## src/design/pblm_pkg.sv

```systemverilog
`default_nettype none

package pblm_pkg;

  localparam int MAX_FRAMES = 4096;
  localparam int CNT_W      = $clog2(MAX_FRAMES + 1);

  localparam int SAMPLE_W   = 16;
  localparam int SUM_W      = 32;
  localparam int PEAK_W     = 17;
  localparam int LVL_W      = 8;
  localparam int NUM_BANDS  = 4;
  localparam int BAND_W     = 2;

  localparam int DIV_STEPS  = SUM_W;
  localparam int DIV_CNT_W  = $clog2(DIV_STEPS);

  localparam int CFG_ADDR_W = 2;
  localparam int CFG_DATA_W = 16;

  localparam logic [CFG_ADDR_W-1:0] CFG_BASS_SHIFT  = 2'd0;
  localparam logic [CFG_ADDR_W-1:0] CFG_MID_SHIFT   = 2'd1;
  localparam logic [CFG_ADDR_W-1:0] CFG_PEAK_FLOOR  = 2'd2;
  localparam logic [CFG_ADDR_W-1:0] CFG_DECAY_SHIFT = 2'd3;

  localparam logic [3:0]  RST_BASS_SHIFT  = 4'd5;
  localparam logic [3:0]  RST_MID_SHIFT   = 4'd2;
  localparam logic [15:0] RST_PEAK_FLOOR  = 16'd256;
  localparam logic [4:0]  RST_DECAY_SHIFT = 5'd11;

  localparam logic [LVL_W-1:0] LVL_MAX = 8'd255;

endpackage

`default_nettype wire

```

## src/design/pcm_band_level_meter.sv

```systemverilog
// Three-band level meter for 16-bit stereo PCM.
//
// Input stream: one stereo frame per transaction; in_tlast marks the last
// frame of an analysis block. A block is also closed on its MAX_FRAMES-th
// frame. Output stream: one transaction per closed block carrying the four
// smoothed levels (bass, mid, treble, loudness), 0..255 each.
// Config: cfg_we/cfg_addr/cfg_wdata write the filter shifts, the peak floor
// and the peak decay shift; write only while the meter is idle.
//
// A frame that does not close a block passes through the accept, mono, filter
// and accumulate states; in_tready returns once the meter is idle. A closing
// frame additionally runs the shared 32-step restoring divider twice per band
// (block average, then normalization against the peak), and an output state
// then raises out_tvalid once the output register is free.
// The result sits in an output register; the next frames are accepted while
// it waits. A further closing frame waits for that register to empty, so a
// stalled receiver eventually holds off the input side.
// Reset (rst_n low, synchronous) restores default config and clears filter
// states, sums, frame count, peaks and levels.
`default_nettype none

module pcm_band_level_meter (
  input  wire logic        clk,
  input  wire logic        rst_n,
  input  wire logic        in_tvalid,
  output logic             in_tready,
  input  wire logic [31:0] in_tdata,   // left_sample [15:0], right_sample [31:16]
  input  wire logic        in_tlast,   // last_frame
  output logic             out_tvalid,
  input  wire logic        out_tready,
  output logic [31:0]      out_tdata,  // bass [7:0], mid [15:8], treble [23:16],
                                       // loudness [31:24]
  input  wire logic        cfg_we,
  input  wire logic [pblm_pkg::CFG_ADDR_W-1:0] cfg_addr,
  input  wire logic [pblm_pkg::CFG_DATA_W-1:0] cfg_wdata
);

  typedef enum logic [3:0] {
    S_IDLE, S_MONO, S_LP, S_SUM, S_LOAD1, S_DIV1, S_PEAK, S_DIV2, S_LEVEL, S_EMIT
  } state_t;

  typedef logic [pblm_pkg::SUM_W-1:0]  sum_t;
  typedef logic [pblm_pkg::PEAK_W-1:0] peak_t;
  typedef logic [pblm_pkg::LVL_W-1:0]  lvl_t;

  function automatic logic signed [15:0] lp_step(input logic signed [15:0] s,
                                                 input logic signed [15:0] target,
                                                 input logic [3:0] sh);
    logic signed [17:0] d;
    logic [16:0]        m;
    logic [16:0]        q;
    logic signed [17:0] r;
    d = {{2{target[15]}}, target} - {{2{s[15]}}, s};
    m = d[17] ? 17'(-d) : d[16:0];
    q = m >> sh;
    r = d[17] ? ({{2{s[15]}}, s} - {1'b0, q}) : ({{2{s[15]}}, s} + {1'b0, q});
    return r[15:0];
  endfunction

  function automatic logic [16:0] mag17(input logic signed [16:0] x);
    logic [16:0] neg;
    neg = 17'(-x);
    return x[16] ? neg : x;
  endfunction

  // control / architectural state
  state_t                          state_r, state_nxt;
  logic                            out_valid_r, out_valid_nxt;
  logic [31:0]                     out_data_r, out_data_nxt;
  logic [3:0]                      bass_sh_r, bass_sh_nxt;
  logic [3:0]                      mid_sh_r, mid_sh_nxt;
  logic [15:0]                     floor_r, floor_nxt;
  logic [4:0]                      decay_sh_r, decay_sh_nxt;
  logic signed [15:0]              bass_lp_r, bass_lp_nxt;
  logic signed [15:0]              mid_lp_r, mid_lp_nxt;
  sum_t                            sum_r [pblm_pkg::NUM_BANDS];
  sum_t                            sum_nxt [pblm_pkg::NUM_BANDS];
  peak_t                           peak_r [pblm_pkg::NUM_BANDS];
  peak_t                           peak_nxt [pblm_pkg::NUM_BANDS];
  lvl_t                            lvl_r [pblm_pkg::NUM_BANDS];
  lvl_t                            lvl_nxt [pblm_pkg::NUM_BANDS];
  logic [pblm_pkg::CNT_W-1:0]      cnt_r, cnt_nxt;
  logic [pblm_pkg::BAND_W-1:0]     band_r, band_nxt;

  // datapath registers
  logic signed [15:0]              left_r, right_r, left_nxt, right_nxt;
  logic                            last_r, last_nxt;
  logic signed [15:0]              mono_r, mono_nxt;
  logic [pblm_pkg::SUM_W-1:0]      quo_r, quo_nxt;
  logic [pblm_pkg::PEAK_W-1:0]     rem_r, rem_nxt;
  logic [pblm_pkg::PEAK_W-1:0]     dvs_r, dvs_nxt;
  logic [pblm_pkg::DIV_CNT_W-1:0]  dcnt_r, dcnt_nxt;

  // combinational helpers
  logic signed [16:0]              pair_sum;
  logic [pblm_pkg::PEAK_W:0]       div_shift;
  logic [pblm_pkg::PEAK_W+1:0]     div_diff;
  logic                            div_ge;
  logic [16:0]                     m_bass, m_mid, m_treb, m_loud;
  logic [pblm_pkg::CNT_W-1:0]      cnt_inc;
  peak_t                           pk_cur, pk_step;
  lvl_t                            lvl_new;
  logic [9:0]                      smooth;

  assign in_tready  = (state_r == S_IDLE);
  assign out_tvalid = out_valid_r;
  assign out_tdata  = out_data_r;

  always_comb begin
    pair_sum  = {left_r[15], left_r} + {right_r[15], right_r};
    div_shift = {rem_r, quo_r[pblm_pkg::SUM_W-1]};
    div_diff  = {1'b0, div_shift} - {2'b00, dvs_r};
    div_ge    = !div_diff[pblm_pkg::PEAK_W+1];
    m_bass    = mag17({bass_lp_r[15], bass_lp_r});
    m_mid     = mag17({mid_lp_r[15], mid_lp_r} - {bass_lp_r[15], bass_lp_r});
    m_treb    = mag17({mono_r[15], mono_r} - {mid_lp_r[15], mid_lp_r});
    m_loud    = mag17({mono_r[15], mono_r});
    cnt_inc   = cnt_r + 1'b1;
    pk_cur    = peak_r[band_r];
    pk_step   = pk_cur >> decay_sh_r;
    if (pk_step == '0) begin
      pk_step = peak_t'(1);
    end
    lvl_new = (quo_r[pblm_pkg::SUM_W-1:pblm_pkg::LVL_W] != '0) ? pblm_pkg::LVL_MAX
                                                              : quo_r[pblm_pkg::LVL_W-1:0];
    smooth  = 10'(lvl_r[band_r]) * 10'd3 + 10'(lvl_new);

    state_nxt     = state_r;
    out_valid_nxt = out_valid_r;
    out_data_nxt  = out_data_r;
    bass_sh_nxt   = bass_sh_r;
    mid_sh_nxt    = mid_sh_r;
    floor_nxt     = floor_r;
    decay_sh_nxt  = decay_sh_r;
    bass_lp_nxt   = bass_lp_r;
    mid_lp_nxt    = mid_lp_r;
    sum_nxt       = sum_r;
    peak_nxt      = peak_r;
    lvl_nxt       = lvl_r;
    cnt_nxt       = cnt_r;
    band_nxt      = band_r;
    left_nxt      = left_r;
    right_nxt     = right_r;
    last_nxt      = last_r;
    mono_nxt      = mono_r;
    quo_nxt       = quo_r;
    rem_nxt       = rem_r;
    dvs_nxt       = dvs_r;
    dcnt_nxt      = dcnt_r;

    if (out_valid_r && out_tready) begin
      out_valid_nxt = 1'b0;
    end

    if (cfg_we) begin
      case (cfg_addr)
        pblm_pkg::CFG_BASS_SHIFT:  bass_sh_nxt  = cfg_wdata[3:0];
        pblm_pkg::CFG_MID_SHIFT:   mid_sh_nxt   = cfg_wdata[3:0];
        pblm_pkg::CFG_PEAK_FLOOR:  floor_nxt    = cfg_wdata;
        pblm_pkg::CFG_DECAY_SHIFT: decay_sh_nxt = cfg_wdata[4:0];
        default: ;
      endcase
    end

    case (state_r)
      S_IDLE: begin
        if (in_tvalid) begin
          left_nxt  = in_tdata[15:0];
          right_nxt = in_tdata[31:16];
          last_nxt  = in_tlast;
          state_nxt = S_MONO;
        end
      end
      S_MONO: begin
        // halve, truncating toward zero
        mono_nxt  = 16'((pair_sum + 17'(pair_sum[16] & pair_sum[0])) >>> 1);
        state_nxt = S_LP;
      end
      S_LP: begin
        bass_lp_nxt = lp_step(bass_lp_r, mono_r, bass_sh_r);
        mid_lp_nxt  = lp_step(mid_lp_r, mono_r, mid_sh_r);
        state_nxt   = S_SUM;
      end
      S_SUM: begin
        sum_nxt[0] = sum_r[0] + sum_t'(m_bass);
        sum_nxt[1] = sum_r[1] + sum_t'(m_mid);
        sum_nxt[2] = sum_r[2] + sum_t'(m_treb);
        sum_nxt[3] = sum_r[3] + sum_t'(m_loud);
        cnt_nxt    = cnt_inc;
        band_nxt   = '0;
        if (last_r || (cnt_inc >= pblm_pkg::CNT_W'(pblm_pkg::MAX_FRAMES))) begin
          state_nxt = S_LOAD1;
        end else begin
          state_nxt = S_IDLE;
        end
      end
      S_LOAD1: begin
        quo_nxt   = sum_r[band_r];
        rem_nxt   = '0;
        dvs_nxt   = pblm_pkg::PEAK_W'(cnt_r);
        dcnt_nxt  = '0;
        state_nxt = S_DIV1;
      end
      S_DIV1, S_DIV2: begin
        rem_nxt  = div_ge ? div_diff[pblm_pkg::PEAK_W-1:0] : div_shift[pblm_pkg::PEAK_W-1:0];
        quo_nxt  = {quo_r[pblm_pkg::SUM_W-2:0], div_ge};
        dcnt_nxt = dcnt_r + 1'b1;
        if (dcnt_r == pblm_pkg::DIV_CNT_W'(pblm_pkg::DIV_STEPS - 1)) begin
          state_nxt = (state_r == S_DIV1) ? S_PEAK : S_LEVEL;
        end
      end
      S_PEAK: begin
        // block average is in quo_r; peak update and value*255 both use it here
        state_nxt = S_DIV2;
        dcnt_nxt  = '0;
        rem_nxt   = '0;
        if ({1'b0, quo_r[15:0]} > pk_cur) begin
          peak_nxt[band_r] = {1'b0, quo_r[15:0]};
        end else if (pk_cur > {1'b0, floor_r}) begin
          peak_nxt[band_r] = pk_cur - pk_step;
        end else begin
          peak_nxt[band_r] = pk_cur;
        end
        quo_nxt = pblm_pkg::SUM_W'({quo_r[15:0], 8'd0} - {8'd0, quo_r[15:0]});
        dvs_nxt = (peak_nxt[band_r] == '0) ? peak_t'(1) : peak_nxt[band_r];
      end
      S_LEVEL: begin
        lvl_nxt[band_r] = smooth[9:2];
        sum_nxt[band_r] = '0;
        band_nxt        = band_r + 1'b1;
        if (band_r == pblm_pkg::BAND_W'(pblm_pkg::NUM_BANDS - 1)) begin
          state_nxt = S_EMIT;
        end else begin
          state_nxt = S_LOAD1;
        end
      end
      S_EMIT: begin
        if (!out_valid_r || out_tready) begin
          out_valid_nxt = 1'b1;
          out_data_nxt  = {lvl_r[3], lvl_r[2], lvl_r[1], lvl_r[0]};
          cnt_nxt       = '0;
          state_nxt     = S_IDLE;
        end
      end
      default: state_nxt = S_IDLE;
    endcase
  end

  always_ff @(posedge clk) begin
    if (!rst_n) begin
      state_r     <= S_IDLE;
      out_valid_r <= 1'b0;
      out_data_r  <= '0;
      bass_sh_r   <= pblm_pkg::RST_BASS_SHIFT;
      mid_sh_r    <= pblm_pkg::RST_MID_SHIFT;
      floor_r     <= pblm_pkg::RST_PEAK_FLOOR;
      decay_sh_r  <= pblm_pkg::RST_DECAY_SHIFT;
      bass_lp_r   <= '0;
      mid_lp_r    <= '0;
      cnt_r       <= '0;
      band_r      <= '0;
      for (int i = 0; i < pblm_pkg::NUM_BANDS; i++) begin
        sum_r[i]  <= '0;
        peak_r[i] <= '0;
        lvl_r[i]  <= '0;
      end
    end else begin
      state_r     <= state_nxt;
      out_valid_r <= out_valid_nxt;
      out_data_r  <= out_data_nxt;
      bass_sh_r   <= bass_sh_nxt;
      mid_sh_r    <= mid_sh_nxt;
      floor_r     <= floor_nxt;
      decay_sh_r  <= decay_sh_nxt;
      bass_lp_r   <= bass_lp_nxt;
      mid_lp_r    <= mid_lp_nxt;
      cnt_r       <= cnt_nxt;
      band_r      <= band_nxt;
      sum_r       <= sum_nxt;
      peak_r      <= peak_nxt;
      lvl_r       <= lvl_nxt;
    end
  end

  always_ff @(posedge clk) begin
    left_r  <= left_nxt;
    right_r <= right_nxt;
    last_r  <= last_nxt;
    mono_r  <= mono_nxt;
    quo_r   <= quo_nxt;
    rem_r   <= rem_nxt;
    dvs_r   <= dvs_nxt;
    dcnt_r  <= dcnt_nxt;
  end

  a_cnt_bound: assert property (@(posedge clk) disable iff (!rst_n)
    cnt_r <= pblm_pkg::CNT_W'(pblm_pkg::MAX_FRAMES))
    else $error("frame count beyond block limit");

  a_avg_fits: assert property (@(posedge clk) disable iff (!rst_n)
    state_r == S_PEAK |-> quo_r[pblm_pkg::SUM_W-1:16] == '0)
    else $error("block average wider than 16 bits");

  a_div_rem: assert property (@(posedge clk) disable iff (!rst_n)
    state_r == S_LEVEL |-> rem_r < dvs_r)
    else $error("divider remainder not below divisor");

  a_div_nonzero: assert property (@(posedge clk) disable iff (!rst_n)
    (state_r == S_DIV1 || state_r == S_DIV2) |-> dvs_r != '0)
    else $error("divider started with zero divisor");

  a_emit_valid: assert property (@(posedge clk) disable iff (!rst_n)
    (state_r == S_EMIT && (!out_valid_r || out_tready)) |=> out_valid_r && cnt_r == '0)
    else $error("block result not presented");

endmodule

`default_nettype wire
```

## config.mk

```make
export PLATFORM = sky130hd
export DESIGN_NAME = pcm_band_level_meter
export DESIGN_NICKNAME = d
export VERILOG_FILES = /design/src/design/pblm_pkg.sv /design/src/design/pcm_band_level_meter.sv
export SDC_FILE = /design/constraint.sdc
export NUM_CORES = 2
export LEC_CHECK = 0
export BUFFER_PORTS_ARGS = -buffer_cell sky130_fd_sc_hd__buf_2
export CAP_MARGIN = 10
export CORE_MARGIN = 2
export CORE_UTILIZATION = 50
export DETAILED_ROUTE_END_ITERATION = 10
export PLACE_DENSITY_LB_ADDON = 0.1
export SLEW_MARGIN = 20
export SYNTH_ARGS = -nofsm -noshare
export SYNTH_HDL_FRONTEND = slang
export SYNTH_SLANG_ARGS = --single-unit
```

## constraint.sdc

```tcl
create_clock -name clk -period 16.35 [get_ports clk]
set_input_delay 1.635 -clock clk [delete_from_list [all_inputs] [get_ports clk]]
set_output_delay 1.635 -clock clk [all_outputs]
set_load 0.02 [all_outputs]
```

==> flow_metrics.env <==
export IMPL_crit_top_cell="o21ai_0"
export IMPL_start_util=0.505
export IMPL_p_leak_nw=15.7
export IMPL_rows=100
export IMPL_finalHoldViolCount=0
export IMPL_initialDrtViolationCount=3026
export IMPL_globalplace_congestion=0.942
export IMPL_fp_dieH_um=278
export IMPL_vias=34900
export IMPL_wirelength_mm=119
export IMPL_async_flop_share=0
export IMPL_crit_path_end="mid_lp_r[15]"
export IMPL_grt_pass1_wl_mm=185
export IMPL_port_buffer_count=89
export IMPL_synth_warnings=0
export IMPL_synth_seq_cells=461
export IMPL_skew_ns=0.0458
export IMPL_cpMaxStageDelayCell="nor2_1"
export IMPL_layout_drive_gt1_share=0.0852
export IMPL_dp_final_hpwl_mm=88.5
export IMPL_slew_headroom=0.243
export IMPL_post_route_period_util=0.516
export IMPL_required_ns=16.85
export IMPL_avgRoutedWirePerCell_um=21.0
export IMPL_route_detailed_drc=0
export IMPL_coreArea_mm2=0.0743
export IMPL_n_antenna_cell=0
export IMPL_fmax_mhz=119
export IMPL_grt_pass1_vias=32000
export IMPL_whs_path_depth=2
export IMPL_ios=90
export IMPL_synthFlopType="dfxtp_1"
export IMPL_clockBufferDepth=3
export IMPL_grt_max_degree=96
export IMPL_tritoncts="built"
export IMPL_netlist_area_mm2=0.0375
export IMPL_drt_antenna_violating_nets=0
export IMPL_synth_top_area_cell="dfxtp_1"
export IMPL_crit_family="compound AO/OA/AOI/OAI gates"
export IMPL_synth_seq_area_share=0.278
export IMPL_tns_ns=0
export IMPL_r2r_slack_ns=7.92
export IMPL_cts_root_buf="clkbuf_16"
export IMPL_clkLatencyLatePin_ns=0.65
export IMPL_synth_cells=4725
export IMPL_end_kind="flip-flop"
export IMPL_start_kind="flip-flop"
export IMPL_first_pass_iters=8
export IMPL_final_max_slew_viol_count=0
export IMPL_startpoint="mono_r[0]"
export IMPL_fin_nets=5006
export IMPL_ys_types=106
export IMPL_worst_path_buf_inv=1
export IMPL_worst_pin_slew_ns=1.14
export IMPL_cp_arrival_ns=8.94
export IMPL_cts_resized=0
export IMPL_synth_edf_count=120
export IMPL_hold_buffers=0
export IMPL_power_density_mw_per_mm2=144
export IMPL_cp_depth=31
export IMPL_ys_top_cells_by_area="dfxtp_1 (18%), edfxtp_1 (9.6%), ha_1 (8.5%), nand2_1 (6.4%), a21oi_1 (4.6%)"
export IMPL_antenna_found_initial=0
export IMPL_die_area_mm2=0.0772
export IMPL_grt_util_all_layers=0.299
export IMPL_ir_worst_vdd_mv=0.111
export IMPL_fin_util=0.546
export IMPL_drt_vias_per_instance=6.14
export IMPL_hp_class="flip-flop to flip-flop"
export IMPL_dp_cells=5586
export IMPL_max_stage_delay_ns=0.61
export IMPL_yosysTopAreaCellShare=0.182
export IMPL_reg2regPathDepth=31
export IMPL_area_growth_pct=8.21
export IMPL_drv_cap=0
export IMPL_numCtsBuffers=55
export IMPL_stdcell_count=5688
export IMPL_clk_pin_slew_worst_paths_ns=0.06
export IMPL_rsz0062_at_grt="no"
export IMPL_final_common_cell="nand2_1"
export IMPL_rr_startpoint="mono_r[0]"
export IMPL_crit_path_max_fanout=12
export IMPL_fp_dieW_um=278
export IMPL_status="complete, no violations"
export IMPL_r2r_end="mid_lp_r[15]"
export IMPL_crit_type="flip-flop to flip-flop"
export IMPL_post_route_min_period_ns=8.43
export IMPL_cts_sinks=461
export IMPL_syn_avg_cell_area_um2=7.94
export IMPL_final_cell_mix="nand2_1 (642), nor2_1 (380), a21oi_1 (346), dfxtp_1 (339), o21ai_0 (270)"
export IMPL_setup_viol=0
export IMPL_postCtsSetupBuffers=0
export IMPL_grt_overflow=0
export IMPL_h_tree_depth=2
-- kinds of logic (layout without fill, tap and decap cells) --
group,Yosys count,in the layout,synth area share
multiplexers,152,152,0.0642
XOR/XNOR,284,284,0.0665
adder cells (fa/ha/maj),276,276,0.0960
AND/OR/NAND/NOR,1730,1730,0.215
other,1,2,0.0000999
AO/OA/AOI/OAI,1303,1303,0.228
flip-flops,461,461,0.278
buffers and inverters,518,511,0.0524
-- Yosys cell counts (all sizes together) (63+ instances only) --
| master | number |
|---|---|
| xor2 | 96 |
| o21ai | 277 |
| and2 | 81 |
| edfxtp | 120 |
| nor3 | 121 |
| a21oi | 348 |
| nand3 | 166 |
| nor2 | 385 |
| a21o | 63 |
| xnor2 | 188 |
| nand2 | 643 |
| clkbuf | 216 |
| inv | 253 |
| dfxtp | 341 |
| mux4 | 68 |
| a21boi | 94 |
| ha | 256 |
| mux2i | 69 |
-- registers in the layout (all words and copies together), names as in the netlist, 13 cells and up --
signal and cells:
sum_r 128, cnt_r 13, quo_r 32, floor_r 16, lvl_r 32, mono_r 16
dvs_r 17, out_tdata 32, mid_lp_r 16, bass_lp_r 16, right_r 16, peak_r 68
rem_r 17, left_r 16
-- where the power goes --
group	leakage [nW]	internal [mW]	switching [mW]
logic	10.9	1.27	1.96
clock network	0.940	0.749	0.540
registers	3.87	1.23	0.0770
total	15.7	3.25	2.58
-- per-stage QoR --
step	setup slack, ns	power [mW]	instance area (µm²)	hold slack, ns
detailed placement	8.17	4.49	38700	0.445
finish	7.92	5.83	40600	0.451
global route	7.25	6.21	40600	0.470
CTS	8.14	5.80	40600	0.454
floorplan	9.43	3.75	37500	0.429
global placement	8.20	4.48	38700	0.442
-- cell type report --
type	instances	area, µm²
clock inverter	33	355
fill	7115	33700
inverter	260	978
tap	969	1210
timing repair buffer	149	898
multi-input combinational	3747	25200
sequential	461	10400
clock buffer	69	1530
-- tightest hold or removal path: stages, from the launching register on --
cell and delay (ns):
dfxtp_1 0.30, nand2_1 0.05, a21oi_1 0.05
-- routing by layer --
layer / track usage / vias to the layer above / wire length (µm)
li1: - / 16900 / -
met1: 0.407 / 16600 / 53100
met2: 0.496 / 1164 / 55200
met3: 0.0296 / 219 / 6700
met4: 0.105 / 0 / 4420
met5: 0 / - / 0
-- worst min-delay path by stage --
stage | slack, ns | end | from
after floorplan | 0.43 | sum_r[127] | sum_r[127]
after detailed placement | 0.44 | out_tdata[2] | out_tdata[2]
after global placement | 0.44 | out_tdata[3] | out_tdata[3]
after global routing | 0.47 | floor_r[1] | floor_r[1]
after CTS | 0.45 | out_tdata[2] | out_tdata[2]
final | 0.45 | out_tdata[30] | out_tdata[30]
Note: power is estimated with default switching activity, not from simulation.
